`src/hdl/gssv_pkg.sv`:
```
// Shared opcodes, constants and item types of the grid step sequencer.
package gssv_pkg;

  localparam logic [2:0] OP_PRESS   = 3'd0;
  localparam logic [2:0] OP_RELEASE = 3'd1;
  localparam logic [2:0] OP_HOLD    = 3'd2;
  localparam logic [2:0] OP_CLOCK   = 3'd3;
  localparam logic [2:0] OP_WSTEP   = 3'd4;
  localparam logic [2:0] OP_WLEN    = 3'd5;

  // Voices reported per clock half
  localparam int MAX_REPORT = 4;

  typedef struct packed {
    logic [3:0] dur;
    logic       gate;
    logic [2:0] y;
    logic [2:0] x;
  } gssv_entry_t;

  typedef struct packed {
    logic [2:0]  op;
    logic [1:0]  voice;
    logic        ok;
    logic [5:0]  button;
    logic        hold;
    logic [3:0]  idx;
    gssv_entry_t entry;
    logic [4:0]  len;
  } gssv_cmd_t;

  typedef struct packed {
    logic [1:0] voice;
    logic [5:0] note;
    logic       gate;
    logic       led;
    logic       clk_lvl;
    logic       last;
  } gssv_res_t;

endpackage

```
`src/hdl/gssv_front.sv`:
```
// Front end: accepts items, drops those without effect, normalizes and queues commands.
module gssv_front #(
  parameter int VOICES = 4,
  parameter int STEPS  = 16
) (
  input  logic              clk,
  input  logic              rst_n,
  input  logic              push,
  output logic              full,
  input  logic              stall,
  input  logic [2:0]        in_opcode,
  input  logic [1:0]        in_voice,
  input  logic [5:0]        in_button,
  input  logic              in_hold_value,
  input  logic [3:0]        in_step_index,
  input  logic [2:0]        in_step_offset_x,
  input  logic [2:0]        in_step_offset_y,
  input  logic              in_step_gate_on,
  input  logic [3:0]        in_step_duration,
  input  logic [4:0]        in_seq_length,
  output logic              cmd_valid,
  output gssv_pkg::gssv_cmd_t cmd,
  input  logic              cmd_pop
);
  import gssv_pkg::*;

  gssv_cmd_t  q_r [2];
  logic       wp_r, rp_r;
  logic [1:0] cnt_r;
  gssv_cmd_t  cls;
  logic       keep, enq, deq;

  always_comb begin
    cls.op     = in_opcode;
    cls.voice  = in_voice;
    cls.ok     = 32'(in_voice) < VOICES;
    cls.button = in_button;
    cls.hold   = in_hold_value;
    cls.idx    = in_step_index;
    cls.entry.x    = in_step_offset_x;
    cls.entry.y    = in_step_offset_y;
    cls.entry.gate = in_step_gate_on;
    cls.entry.dur  = (in_step_duration == 4'd0) ? 4'd1 : in_step_duration;
    if (in_seq_length == 5'd0) begin
      cls.len = 5'd1;
    end else if (32'(in_seq_length) > STEPS) begin
      cls.len = 5'(STEPS);
    end else begin
      cls.len = in_seq_length;
    end
    case (in_opcode)
      OP_PRESS, OP_RELEASE, OP_HOLD, OP_CLOCK: keep = 1'b1;
      OP_WSTEP: keep = cls.ok && (32'(in_step_index) < STEPS);
      OP_WLEN:  keep = cls.ok;
      default:  keep = 1'b0;
    endcase
  end

  assign full      = (cnt_r == 2'd2) || stall;
  assign enq       = push && !full && keep;
  assign cmd_valid = (cnt_r != 2'd0);
  assign deq       = cmd_pop && cmd_valid;
  assign cmd       = q_r[rp_r];

  always_ff @(posedge clk) begin
    if (!rst_n) begin
      wp_r  <= 1'b0;
      rp_r  <= 1'b0;
      cnt_r <= 2'd0;
    end else begin
      if (enq) begin
        wp_r <= ~wp_r;
      end
      if (deq) begin
        rp_r <= ~rp_r;
      end
      cnt_r <= cnt_r + 2'(enq) - 2'(deq);
    end
  end

  always_ff @(posedge clk) begin
    if (enq) begin
      q_r[wp_r] <= cls;
    end
  end

endmodule

```
`src/hdl/gssv_back.sv`:
```
// Back end: voice state, step memory and the sequencer that executes commands.
module gssv_back #(
  parameter int VOICES = 4,
  parameter int STEPS  = 16,
  parameter int GRID_W = 8,
  parameter int GRID_H = 8
) (
  input  logic                clk,
  input  logic                rst_n,
  input  logic                cmd_valid,
  input  gssv_pkg::gssv_cmd_t cmd,
  output logic                cmd_pop,
  input  logic                res_full,
  output logic                res_push,
  output gssv_pkg::gssv_res_t res,
  output logic                clearing
);
  import gssv_pkg::*;

  localparam int VIW   = (VOICES > 1) ? $clog2(VOICES) : 1;
  localparam int SW    = $clog2(STEPS);
  localparam int LMAX  = (STEPS > 4) ? STEPS : 4;
  localparam int LW    = $clog2(LMAX + 1);
  localparam int PSW   = $clog2(LMAX);
  localparam int DEPTH = VOICES * STEPS;
  localparam int AW    = $clog2(DEPTH);
  localparam int NREP  = (VOICES < MAX_REPORT) ? VOICES : MAX_REPORT;
  localparam int BTN_N  = 64;
  localparam int SUMX_N = 23;  // column 0..15 plus offset 0..7
  localparam int SUMY_N = 39;  // row 0..31 plus offset 0..7

  localparam logic [2:0] S_CLR   = 3'd0;
  localparam logic [2:0] S_IDLE  = 3'd1;
  localparam logic [2:0] S_EXEC  = 3'd2;
  localparam logic [2:0] S_MOD   = 3'd3;
  localparam logic [2:0] S_RD    = 3'd4;
  localparam logic [2:0] S_APPLY = 3'd5;
  localparam logic [2:0] S_EMIT  = 3'd6;

  // per-voice state
  logic          playing_r [VOICES];
  logic          held_r    [VOICES];
  logic          hold_r    [VOICES];
  logic [5:0]    start_r   [VOICES];
  logic [PSW-1:0] pos_r    [VOICES];
  logic [5:0]    now_r     [VOICES];
  logic          gate_r    [VOICES];
  logic [4:0]    ticks_r   [VOICES];
  logic [LW-1:0] len_r     [VOICES];

  gssv_entry_t   mem_r [DEPTH];
  gssv_entry_t   rdata_r;

  logic [2:0]     st_r;
  gssv_cmd_t      cmd_r;
  logic [VIW-1:0] i_r;
  logic           phase_r;
  logic [LW-1:0]  p_r;
  logic [VIW-1:0] clr_v_r;
  logic [SW-1:0]  clr_s_r;

  logic [VIW-1:0] sel;
  logic           is_clk, do_load, rep, valid;
  logic [4:0]     ticks_dec;
  logic           mem_we, mem_re;
  logic [AW-1:0]  mem_wa, mem_ra;
  gssv_entry_t    mem_wd;

  // constant division tables for the grid wrap
  logic [3:0] col_tab  [BTN_N];
  logic [4:0] row_tab  [BTN_N];
  logic [3:0] modx_tab [SUMX_N];
  logic [3:0] mody_tab [SUMY_N];
  logic [5:0] st_btn;
  logic [4:0] sum_x;
  logic [5:0] sum_y;
  logic [3:0] xm, ym;
  logic [7:0] lin;
  logic [5:0] new_btn;

  for (genvar b = 0; b < BTN_N; b++) begin : g_btn
    assign col_tab[b] = 4'(b % GRID_W);
    assign row_tab[b] = 5'(b / GRID_W);
  end
  for (genvar s = 0; s < SUMX_N; s++) begin : g_mx
    assign modx_tab[s] = 4'(s % GRID_W);
  end
  for (genvar s = 0; s < SUMY_N; s++) begin : g_my
    assign mody_tab[s] = 4'(s % GRID_H);
  end

  assign is_clk  = (cmd_r.op == OP_CLOCK);
  assign sel     = is_clk ? i_r : VIW'(cmd_r.voice);
  assign do_load = cmd_r.ok && !held_r[sel] &&
                   !(playing_r[sel] && (start_r[sel] == cmd_r.button));
  assign rep     = !is_clk || (32'(i_r) < NREP);
  assign valid   = is_clk || cmd_r.ok;
  assign ticks_dec = ticks_r[sel] - 5'd1;

  assign st_btn  = start_r[sel];
  assign sum_x   = 5'(col_tab[st_btn]) + 5'(rdata_r.x);
  assign sum_y   = 6'(row_tab[st_btn]) + 6'(rdata_r.y);
  assign xm      = modx_tab[sum_x];
  assign ym      = mody_tab[sum_y];
  assign lin     = 8'(ym) * 8'(GRID_W) + 8'(xm);
  assign new_btn = lin[5:0];

  assign clearing = (st_r == S_CLR);
  assign cmd_pop  = (st_r == S_IDLE) && cmd_valid;
  assign res_push = (st_r == S_EMIT) && rep && !res_full;

  always_comb begin
    res.voice   = is_clk ? 2'(i_r) : cmd_r.voice;
    res.note    = valid ? now_r[sel] : 6'd0;
    res.gate    = valid ? gate_r[sel] : 1'b0;
    res.led     = valid ? playing_r[sel] : 1'b0;
    res.clk_lvl = phase_r;
    res.last    = !is_clk || (32'(i_r) == NREP - 1);
  end

  always_comb begin
    mem_we = 1'b0;
    mem_wa = AW'(32'(cmd_r.voice) * STEPS + 32'(cmd_r.idx));
    mem_wd = cmd_r.entry;
    mem_re = 1'b0;
    mem_ra = AW'(32'(sel) * STEPS + 32'(p_r));
    case (st_r)
      S_CLR: begin
        mem_we      = 1'b1;
        mem_wa      = AW'(32'(clr_v_r) * STEPS + 32'(clr_s_r));
        mem_wd.x    = 3'(clr_s_r);
        mem_wd.y    = 3'(clr_s_r);
        mem_wd.gate = 1'b1;
        mem_wd.dur  = 4'd1;
      end
      S_EXEC: begin
        if (cmd_r.op == OP_WSTEP) begin
          mem_we = 1'b1;
        end
        if (cmd_r.op == OP_PRESS && do_load) begin
          mem_re = 1'b1;
          mem_ra = AW'(32'(sel) * STEPS);
        end
      end
      S_MOD: begin
        mem_re = (p_r < len_r[sel]);
      end
      default: ;
    endcase
  end

  always_ff @(posedge clk) begin
    if (mem_we) begin
      mem_r[mem_wa] <= mem_wd;
    end
    if (mem_re) begin
      rdata_r <= mem_r[mem_ra];
    end
  end

  always_ff @(posedge clk) begin
    if (!rst_n) begin
      st_r    <= S_CLR;
      clr_v_r <= '0;
      clr_s_r <= '0;
      i_r     <= '0;
      phase_r <= 1'b0;
      for (int v = 0; v < VOICES; v++) begin
        playing_r[v] <= 1'b0;
        held_r[v]    <= 1'b0;
        hold_r[v]    <= 1'b0;
        start_r[v]   <= 6'd0;
        pos_r[v]     <= '0;
        now_r[v]     <= 6'd0;
        gate_r[v]    <= 1'b0;
        ticks_r[v]   <= 5'd0;
        len_r[v]     <= LW'(4);
      end
    end else begin
      case (st_r)
        S_CLR: begin
          if (clr_s_r == SW'(STEPS - 1)) begin
            clr_s_r <= '0;
            if (clr_v_r == VIW'(VOICES - 1)) begin
              st_r <= S_IDLE;
            end else begin
              clr_v_r <= clr_v_r + VIW'(1);
            end
          end else begin
            clr_s_r <= clr_s_r + SW'(1);
          end
        end
        S_IDLE: begin
          if (cmd_valid) begin
            cmd_r <= cmd;
            i_r   <= '0;
            if (cmd.op == OP_CLOCK) begin
              phase_r <= ~phase_r;
            end
            st_r <= S_EXEC;
          end
        end
        S_EXEC: begin
          st_r <= S_EMIT;
          case (cmd_r.op)
            OP_PRESS: begin
              if (cmd_r.ok && !held_r[sel]) begin
                held_r[sel] <= 1'b1;
              end
              if (do_load) begin
                st_r <= S_RD;
              end
            end
            OP_RELEASE: begin
              if (cmd_r.ok && held_r[sel] && cmd_r.button == start_r[sel]) begin
                held_r[sel] <= 1'b0;
                if (!hold_r[sel]) begin
                  playing_r[sel] <= 1'b0;
                  gate_r[sel]    <= 1'b0;
                end
              end
            end
            OP_HOLD: begin
              if (cmd_r.ok) begin
                hold_r[sel] <= cmd_r.hold;
                if (!cmd_r.hold && playing_r[sel] && !held_r[sel]) begin
                  playing_r[sel] <= 1'b0;
                  gate_r[sel]    <= 1'b0;
                end
              end
            end
            OP_CLOCK: begin
              if (phase_r) begin
                if (playing_r[sel]) begin
                  if (ticks_dec != 5'd0) begin
                    ticks_r[sel] <= ticks_dec;
                  end else begin
                    p_r  <= LW'(pos_r[sel]) + LW'(1);
                    st_r <= S_MOD;
                  end
                end
              end else if (playing_r[sel] && ticks_r[sel] <= 5'd1) begin
                gate_r[sel] <= 1'b0;
              end
            end
            OP_WSTEP: st_r <= S_IDLE;
            OP_WLEN: begin
              len_r[sel] <= LW'(cmd_r.len);
              st_r       <= S_IDLE;
            end
            default: st_r <= S_IDLE;
          endcase
        end
        S_MOD: begin
          // wrap the next step by repeated subtraction of the length
          if (p_r >= len_r[sel]) begin
            p_r <= p_r - len_r[sel];
          end else begin
            st_r <= S_RD;
          end
        end
        S_RD: st_r <= S_APPLY;
        S_APPLY: begin
          gate_r[sel] <= rdata_r.gate;
          if (cmd_r.op == OP_PRESS) begin
            playing_r[sel] <= 1'b1;
            start_r[sel]   <= cmd_r.button;
            pos_r[sel]     <= '0;
            now_r[sel]     <= cmd_r.button;
            ticks_r[sel]   <= 5'(rdata_r.dur) + 5'(!phase_r);
          end else begin
            pos_r[sel]   <= PSW'(p_r);
            now_r[sel]   <= new_btn;
            ticks_r[sel] <= 5'(rdata_r.dur);
          end
          st_r <= S_EMIT;
        end
        S_EMIT: begin
          if (!rep || !res_full) begin
            if (is_clk && i_r != VIW'(VOICES - 1)) begin
              i_r  <= i_r + VIW'(1);
              st_r <= S_EXEC;
            end else begin
              st_r <= S_IDLE;
            end
          end
        end
        default: st_r <= S_IDLE;
      endcase
    end
  end

endmodule

```
`src/hdl/gssv_outq.sv`:
```
// Result queue: four-entry buffer between the sequencer and the result port.
module gssv_outq (
  input  logic                clk,
  input  logic                rst_n,
  input  logic                wr,
  input  gssv_pkg::gssv_res_t din,
  output logic                wfull,
  input  logic                rd,
  output gssv_pkg::gssv_res_t dout,
  output logic                rempty
);
  import gssv_pkg::*;

  gssv_res_t  q_r [4];
  logic [1:0] wp_r, rp_r;
  logic [2:0] cnt_r;
  logic       enq, deq;

  assign wfull  = (cnt_r == 3'd4);
  assign rempty = (cnt_r == 3'd0);
  assign enq    = wr && !wfull;
  assign deq    = rd && !rempty;
  assign dout   = q_r[rp_r];

  always_ff @(posedge clk) begin
    if (!rst_n) begin
      wp_r  <= 2'd0;
      rp_r  <= 2'd0;
      cnt_r <= 3'd0;
    end else begin
      if (enq) begin
        wp_r <= wp_r + 2'd1;
      end
      if (deq) begin
        rp_r <= rp_r + 2'd1;
      end
      cnt_r <= cnt_r + 3'(enq) - 3'(deq);
    end
  end

  always_ff @(posedge clk) begin
    if (enq) begin
      q_r[wp_r] <= din;
    end
  end

endmodule

```
`src/hdl/grid_step_sequencer_voices_top.sv`:
```
// Top level of the grid step sequencer: front queue, sequencer and result queue.
// Four-voice step sequencer for a button grid. Items enter through a two-deep
// command queue; one sequencer works them one at a time, visiting voices in
// turn over a single step-memory port. A press that starts a voice reads its
// first step; a clock half visits every voice, and a voice that moves to its
// next step wraps its position by subtracting the length, then reads the step.
// Results leave through a four-entry queue so the sequencer keeps going while
// results wait. After reset the step memory is swept to its defaults, during
// which full stays high.
module grid_step_sequencer_voices_top #(
  parameter int VOICES = 4,
  parameter int STEPS  = 16,
  parameter int GRID_W = 8,
  parameter int GRID_H = 8
) (
  input  logic       clk,
  input  logic       rst_n,
  input  logic       push,
  output logic       full,
  input  logic [2:0] in_opcode,
  input  logic [1:0] in_voice,
  input  logic [5:0] in_button,
  input  logic       in_hold_value,
  input  logic [3:0] in_step_index,
  input  logic [2:0] in_step_offset_x,
  input  logic [2:0] in_step_offset_y,
  input  logic       in_step_gate_on,
  input  logic [3:0] in_step_duration,
  input  logic [4:0] in_seq_length,
  output logic       empty,
  input  logic       pop,
  output logic [1:0] out_voice,
  output logic [5:0] out_note_button,
  output logic       out_gate_out,
  output logic       out_led_on,
  output logic       out_clock_out,
  output logic       out_last
);
  import gssv_pkg::*;

  logic      cmd_valid, cmd_pop, clearing, res_push, res_full;
  gssv_cmd_t cmd;
  gssv_res_t res, res_q;

  gssv_front #(.VOICES(VOICES), .STEPS(STEPS)) u_front (
    .clk, .rst_n, .push, .full, .stall(clearing),
    .in_opcode, .in_voice, .in_button, .in_hold_value, .in_step_index,
    .in_step_offset_x, .in_step_offset_y, .in_step_gate_on,
    .in_step_duration, .in_seq_length,
    .cmd_valid, .cmd, .cmd_pop
  );

  gssv_back #(.VOICES(VOICES), .STEPS(STEPS), .GRID_W(GRID_W), .GRID_H(GRID_H)) u_back (
    .clk, .rst_n, .cmd_valid, .cmd, .cmd_pop,
    .res_full, .res_push, .res, .clearing
  );

  gssv_outq u_outq (
    .clk, .rst_n, .wr(res_push), .din(res), .wfull(res_full),
    .rd(pop), .dout(res_q), .rempty(empty)
  );

  assign out_voice       = res_q.voice;
  assign out_note_button = res_q.note;
  assign out_gate_out    = res_q.gate;
  assign out_led_on      = res_q.led;
  assign out_clock_out   = res_q.clk_lvl;
  assign out_last        = res_q.last;

endmodule

```
`config.mk`:
```
export PLATFORM = sky130hd
export DESIGN_NAME = grid_step_sequencer_voices_top
export DESIGN_NICKNAME = d
export VERILOG_FILES = /design/src/hdl/gssv_pkg.sv /design/src/hdl/gssv_front.sv /design/src/hdl/gssv_back.sv /design/src/hdl/gssv_outq.sv /design/src/hdl/grid_step_sequencer_voices_top.sv
export SDC_FILE = /design/constraint.sdc
export NUM_CORES = 1
export LEC_CHECK = 0
export ABC_CLOCK_PERIOD_IN_PS = 5500
export BUFFER_PORTS_ARGS = -buffer_cell sky130_fd_sc_hd__buf_2
export CORE_MARGIN = 2
export CORE_UTILIZATION = 32
export CTS_BUF_LIST = sky130_fd_sc_hd__clkbuf_8
export DETAILED_ROUTE_END_ITERATION = 8
export GPL_TIMING_DRIVEN = 0
export SYNTH_ARGS = -nofsm -noshare
export SYNTH_HDL_FRONTEND = slang
export SYNTH_HIERARCHICAL = 1
export SYNTH_SLANG_ARGS = --single-unit
```
`constraint.sdc`:
```
create_clock -name clk -period 5.5 [get_ports clk]
set_clock_uncertainty 0.1 [all_clocks]
set_input_delay 0.275 -clock clk [delete_from_list [all_inputs] [get_ports clk]]
set_output_delay 0.275 -clock clk [all_outputs]
set_load 0.02 [all_outputs]
```
==> impl_metrics.yaml, run 1 <==
run_status:
  outcome: "completed"
layout:
  nets: 3007
  drive_gt1_frac: 0.1672
  fillers: 12300
  syn2layout_area_growth_pct: 14.78
  final_common_cell: "edfxtp_1"
  layout_common_cells: "edfxtp_1 (973), nor2_1 (255), nand2_1 (227), clkbuf_8 (168), mux4_2 (131)"
  layout.cells.non_filler: 4827
pwr:
  swShare: 0.2578
  leakagePower_uw: 0.01633
  power.share.clock: 0.356
  p_int_uw: 12440
  p_comb_frac: 0.094
  vdd_drop_max_uv: 316.6
  p_seq_frac: 0.550
  p_sw_uw: 4323
  p_total_uw: 16770
  p_per_area_mw_per_mm2: 347.3
global_routing:
  grt_pass1_wl_mm: 165.0
  grt_overflow_total: 0
  antenna_found_initial: 3
  grt_max_degree: 65
  grt_pass1_vias: 24840
  grtUsageTotal: 0.1660
synthesis:
  avgSynthCellArea_um2: 15.78
  syn_nets: 2730
  synth_top_family_by_area: "multiplexers"
  synth_xor_area_frac: 0.005622
  synthAdderAreaFrac: 0.009340
  muxShareOfSynthArea: 0.1158
  syn_inst: 2665
  seq_area_frac_synth: 0.7127
  synth-main-ff-cell: "edfxtp_1"
  async_reset_ff_frac: 0
  syn_area_mm2: 0.04206
  synth.distinct_cells: 86
  yosysWarnings: 6
  synth_edf_count: 973
  synth_compound_gate_area_share: 0.06229
  yosys.area_share.simple: 0.07061
  synth_seq_cells: 1011
sta:
  slew_violations: 0
  hold_viol: 0
  setup_viol: 0
  maxSlewHeadroom: 0.1381
  min_period_ps: 5201
  rsz0062_at_grt: "no"
  fmax_mhz: 192.3
  worst-slew-pin-transition_ps: 1283
  period_share: 0.9456
  fin_hold_ws_ps: 72.94
  setup_slack_ps: 299.3
drt:
  ant_nets: 0
  viasPerCell: 5.171
  vias: 24960
  drtIter0Drc: 2894
  firstDrtPassIters: 5
  drt-total-wl_mm: 113.8
  drc_errors: 0
  wl_per_cell_um: 23.57
place:
  gp_congestion: 0.9441
  dp_cells: 4478
  port_buffers: 49
  dp_slack_ps: -1079
  dp_hpwl_mm: 74.80
critical_path:
  arrival_ps: 5850
  required_ps: 6150
  crit_fanout: 10
  critPathKind: "flop to flop"
  crit_path_end_kind: "flop"
  cp-start-kind: "flop"
clock_network:
  cts_tree: "yes"
  cts.clk_slew.worst_paths_ps: 60
  clockBufferDepth: 3
  cts_buffers: 161
  cts.sinks: 1011
  clkLatencyLatePin_ps: 870
  htree_levels: 4
  cts-root-buf: "clkbuf_8"
  post-cts-setup-buffers: 0
die:
  die_h_um: 366.6
  die_x_um: 366.6
  rows: 133
  start_util: 0.3212
  die-area_mm2: 0.1344
  pin_count: 50
  core_mm2: 0.1310
run:
  cap_viol_max_count: 0
hold_path:
  worst_hold_path_type: "primary input to flop"
==> state kept, by name, summed over array words and instances (netlist names), 2 cells and up, named ones only <==
name	count
u_outq/rp_r	2
u_back/playing_r	4
u_back/hold_r	4
u_front/q_r	64
u_back/mem_r	704
u_back/pos_r	16
u_back/now_r	24
u_back/gate_r	4
u_back/len_r	20
u_outq/cnt_r	3
u_back/start_r	24
u_back/i_r	2
u_back/ticks_r	20
u_back/rdata_r	11
u_back/cmd_r	33
u_outq/q_r	48
u_back/clr_s_r	4
u_back/st_r	3
u_front/cnt_r	2
u_back/clr_v_r	2
u_back/p_r	5
u_outq/wp_r	2
u_back/held_r	4
==> worst max-delay path, stage by stage, from the launching register on <==
cell	delay, ps
edfxtp_1	360
buf_4	180
nand3b_4	240
mux2i_1	260
buf_2	380
buf_1	570
clkbuf_1	520
nand3_1	130
nand2_1	200
ha_1	270
nor2b_1	130
o21ai_0	210
a21boi_0	150
o21ai_0	250
a31oi_1	210
or3_1	480
o21a_1	190
o31a_1	270
==> power by group through the flow <==
stage | Sequential (uW) | Clock (uW) | Combinational, uW
6_report | 9220 | 5960 | 1580
5_1_grt | 9240 | 6430 | 1660
4_1_cts | 9220 | 6100 | 1570
3_5_place_dp | 9380 | 0 | 1530
3_3_place_gp | 9450 | 0 | 1430
2_1_floorplan | 9360 | 0 | 780
==> per-stage QoR <==
step	utilization	setup TNS, ps	instance area (um^2)
after floorplan	-	0	42060
after global placement	0.3398	-15960	44510
after detailed placement	0.3417	-16280	44750
after CTS	0.3686	0	48280
after global routing	0.3686	0	48280
final	0.3687	0	48280
==> routing by layer <==
layer,up-vias,track usage,wire (um)
met1,12660,0.2223,47700
met2,1157,0.2580,52230
met4,4,0.07597,4604
met5,-,0,40
li1,10890,-,-
met3,251,0.03640,9197
==> Yosys cell counts (all sizes together) (9+ instances only) <==
library cell / number / area, um^2
nor2b: 23 / 143.9
nand3: 38 / 190.2
a31oi: 18 / 112.6
mux2i: 123 / 1235
mux4: 131 / 2950
o22ai: 14 / 87.58
a21oi: 103 / 515.5
nand2b: 10 / 62.56
xnor2: 22 / 192.7
ha: 25 / 312.8
nor2: 257 / 964.7
o2111ai: 9 / 78.83
a21boi: 11 / 86.33
edfxtp: 973 / 29220
a211oi: 14 / 105.1
and3: 19 / 118.9
dfxtp: 38 / 760.7
o21a: 16 / 120.1
clkbuf: 93 / 350.3
o21ai: 78 / 405.4
inv: 71 / 266.5
o211ai: 45 / 337.8
nor3: 16 / 85.08
mux2: 51 / 686.9
buf: 64 / 369.1
nand4: 12 / 75.07
a2bb2oi: 9 / 78.83
nor4: 15 / 100.1
nand2: 231 / 867.1
and2: 19 / 118.9
==> repair_timing <==
action | in CTS | in global routing
hold buffers | 59 | 0
hold endpoints to repair | 100 | 0
setup endpoints to repair | 19 | 20
resized for setup | 3 | 3
cloned | 0 | 0
==> layout make-up <==
type | instances | area [um^2] | area share
well taps | 1755 | 2196 | 0.04548
repair buffers | 117 | 1018 | 0.02110
multi-input cells | 1425 | 11160 | 0.2312
clock buffers | 168 | 2312 | 0.04789
diodes | 3 | 7.507 | 0.0001555
flip-flops and latches | 1011 | 29980 | 0.6209
clock inverters | 122 | 620.6 | 0.01285
plain buffers | 154 | 713.2 | 0.01477
inverters | 72 | 270.3 | 0.005598
==> kinds of logic after synthesis <==
| logic type | after synthesis |
|---|---|
| xor gates and xnor gates | 27 |
| DFF | 1011 |
| AOI/OAI and AO/OA | 394 |
| muxes | 305 |
| other | 1 |
| buffers and inverters | 229 |
| adders and majority gates | 29 |
| and+or+nand+nor | 669 |
==> worst paths after layout <==
| kind | slack (ps) | end | cells after the start | from |
|---|---|---|---|---|
| max | 300 | u_back/st_r[1] | 17 | u_back/cmd_r[32] |
| min | 70 | u_front/q_r[1][31] | 2 | in_opcode[2] |
| max reg2reg | 300 | u_back/st_r[1] | 17 | u_back/cmd_r[32] |
| min reg2reg | 390 | u_back/hold_r[2] | 2 | u_back/hold_r[2] |
Note: power is estimated with default switching activity, not from simulation.
==> inputs of run 2 (changes only) <==
- ABC_CLOCK_PERIOD_IN_PS: 5500 -> 6500
- CORE_ASPECT_RATIO: not set -> 0.5
- clock period: 5.5 -> 6.5 ns (I/O delays scaled with it)
==> run 2 against run 1 <==
Effect of this change:
- clock power shrank 19%
- combinational power shrank 15%
- via count grew 0.71%
- wire length grew 0.42%
- non-clock buffer count shrank 16
- register-to-register slack gained 460 ps
==> impl_metrics.yaml, run 2 (same netlist as run 1, synthesis figures left out) <==
run_status:
  outcome: "completed"
critical_path:
  crit_fanout: 19
  cpPeakStageDelay_ps: 560
  arrival_ps: 6380
  critical_path.cell_chain: "buf_2 -> buf_2 -> a21boi_2 -> buf_2 -> clkbuf_2 -> clkbuf_1 -> nand2_1 -> and3_1 -> a31oi_1 -> ha_1 -> nor2b_1 -> o21ai_0 -> a21boi_0 -> o21ai_0 -> a31oi_1 -> or3_1 -> o21a_1 -> o31a_1"
  cp_slowest_cell: "buf_2"
  critPathBufInv: 5
  critPathKind: "flop to flop"
  cpMostUsedCell: "buf_2"
  cp_top_family: "compound AO/OA/AOI/OAI gates"
  cp-start-kind: "flop"
  crit_path_end_kind: "flop"
  required_ps: 7130
die:
  die_x_um: 516.7
  rows: 93
  die-area_mm2: 0.1345
  pin_count: 50
  start_util: 0.3245
  die_h_um: 260.4
  core_mm2: 0.1296
drt:
  firstDrtPassIters: 8
  wl_per_cell_um: 23.84
  drt-total-wl_mm: 114.2
  drtIter0Drc: 2984
  ant_nets: 0
  viasPerCell: 5.245
  drc_errors: 0
  vias: 25140
layout:
  regMostFlops: "u_back/mem_r"
  largestRegisters: "u_back/mem_r: 704 flops, u_front/q_r: 64 flops, u_outq/q_r: 48 flops"
  nets: 2983
  final_common_cell: "edfxtp_1"
  drive_gt1_frac: 0.1638
  syn2layout_area_growth_pct: 13.87
  largest_reg_flops: 704
  layout_common_cells: "edfxtp_1 (973), nor2_1 (255), nand2_1 (227), clkbuf_8 (155), mux4_2 (131)"
global_routing:
  grtUsageTotal: 0.1680
  grt_pass1_vias: 24730
  grt_overflow_total: 0
  grt_pass1_wl_mm: 165.5
  antenna_found_initial: 5
  grt_max_degree: 65
pwr:
  power.share.clock: 0.344
  p_total_uw: 13940
  p_per_area_mw_per_mm2: 291.0
  p_sw_uw: 3583
  leakagePower_uw: 0.01615
  p_seq_frac: 0.559
  p_int_uw: 10360
  swShare: 0.2570
  p_comb_frac: 0.097
  vdd_drop_max_uv: 228.0
place:
  dp_slack_ps: -97.37
  gp_congestion: 0.9661
  port_buffers: 49
  dp_hpwl_mm: 76.76
sta:
  slew_violations: 0
  rsz0062_at_grt: "no"
  fmax_mhz: 174.1
  worst-slew-pin-transition_ps: 1360
  maxSlewHeadroom: 0.09317
  hold_viol: 0
  setup_viol: 0
  period_share: 0.8839
  finalSetupTns_ps: 0
  min_period_ps: 5745
  setup_slack_ps: 754.8
clock_network:
  clockBufferDepth: 3
  cts_buffers: 153
  htree_levels: 4
  cts-root-buf: "clkbuf_8"
  cts_tree: "yes"
  clkLatencyLatePin_ps: 850
  cts.sinks: 1011
  cts.clk_slew.worst_paths_ps: 70
run:
  cap_viol_max_count: 0
hold_path:
  worst_hold_path_type: "primary input to flop"
-- run 2: cell types whose count changed in the layout (fill, tap and decap cells not counted), sizes merged --
| cell | previous run | this run |
|---|---|---|
| dlygate4sd3 | 59 | 39 |
| clkbuf | 259 | 248 |
| inv | 136 | 132 |
| buf | 121 | 123 |
| clkinvlp | 4 | 2 |
| diode | 3 | 1 |
| clkinv | 52 | 53 |
-- run 2: area by class of cell --
type	count	area [um^2]
plain buffers	156	718.2
flip-flops and latches	1011	29980
inverters	72	270.3
diodes	1	2.502
well taps	1757	2198
clock buffers	155	2133
repair buffers	99	858.3
clock inverters	117	591.8
multi-input cells	1425	11150
fillers	12220	81730
-- run 2: worst paths after layout --
check | start | end | cells past startpoint | slack [ps]
hold reg to reg | u_outq/rp_r[1] | flop | 2 | 390
setup / recovery | u_back/cmd_r[28] | u_back/st_r[1] | 18 | 750
hold / removal | in_button[1] | u_front/q_r[1][22] | 2 | 100
setup reg to reg | u_back/cmd_r[28] | u_back/st_r[1] | 18 | 750
-- run 2: power groups by stage --
stage	registers, uW	clock network, uW	logic, uW
after floorplan	7920	0	660
after global placement	7990	0	1190
after detailed placement	7930	0	1310
after CTS	7790	4920	1340
after global routing	7810	5190	1410
final	7790	4800	1350
-- run 2: what timing repair did --
| action | 4_1_cts | 5_1_grt |
|---|---|---|
| hold buffers | 39 | 0 |
| endpoints found under the setup margin | 11 | 19 |
| setup buffers | 0 | 0 |
| cloned | 0 | 0 |
| pin swaps | 0 | 0 |
| gates resized for setup | 1 | 2 |
| hold endpoints to repair | 104 | 0 |
-- run 2: metrics by stage --
stage               hold slack [ps]  cell area, um^2    util  instances
global placement              356.9            44510  0.3434       4471
global route                  70.50            47900  0.3695       4793
floorplan                     323.9            42060       -       2665
finish                        105.0            47900  0.3695       4793
CTS                           14.90            47900  0.3695       4793
detailed placement            386.9            44780  0.3455       4482
-- run 2: layer usage --
layer  share of wire  vias up  global-route usage  wire, um
met5        0.000061        -                   0         7
met3            0.10      270             0.04290     11430
met4           0.043        2             0.08154      4922
met2            0.45     1281              0.2577     51350
met1            0.41    12770              0.2226     46530
li1                -    10810                   -         -
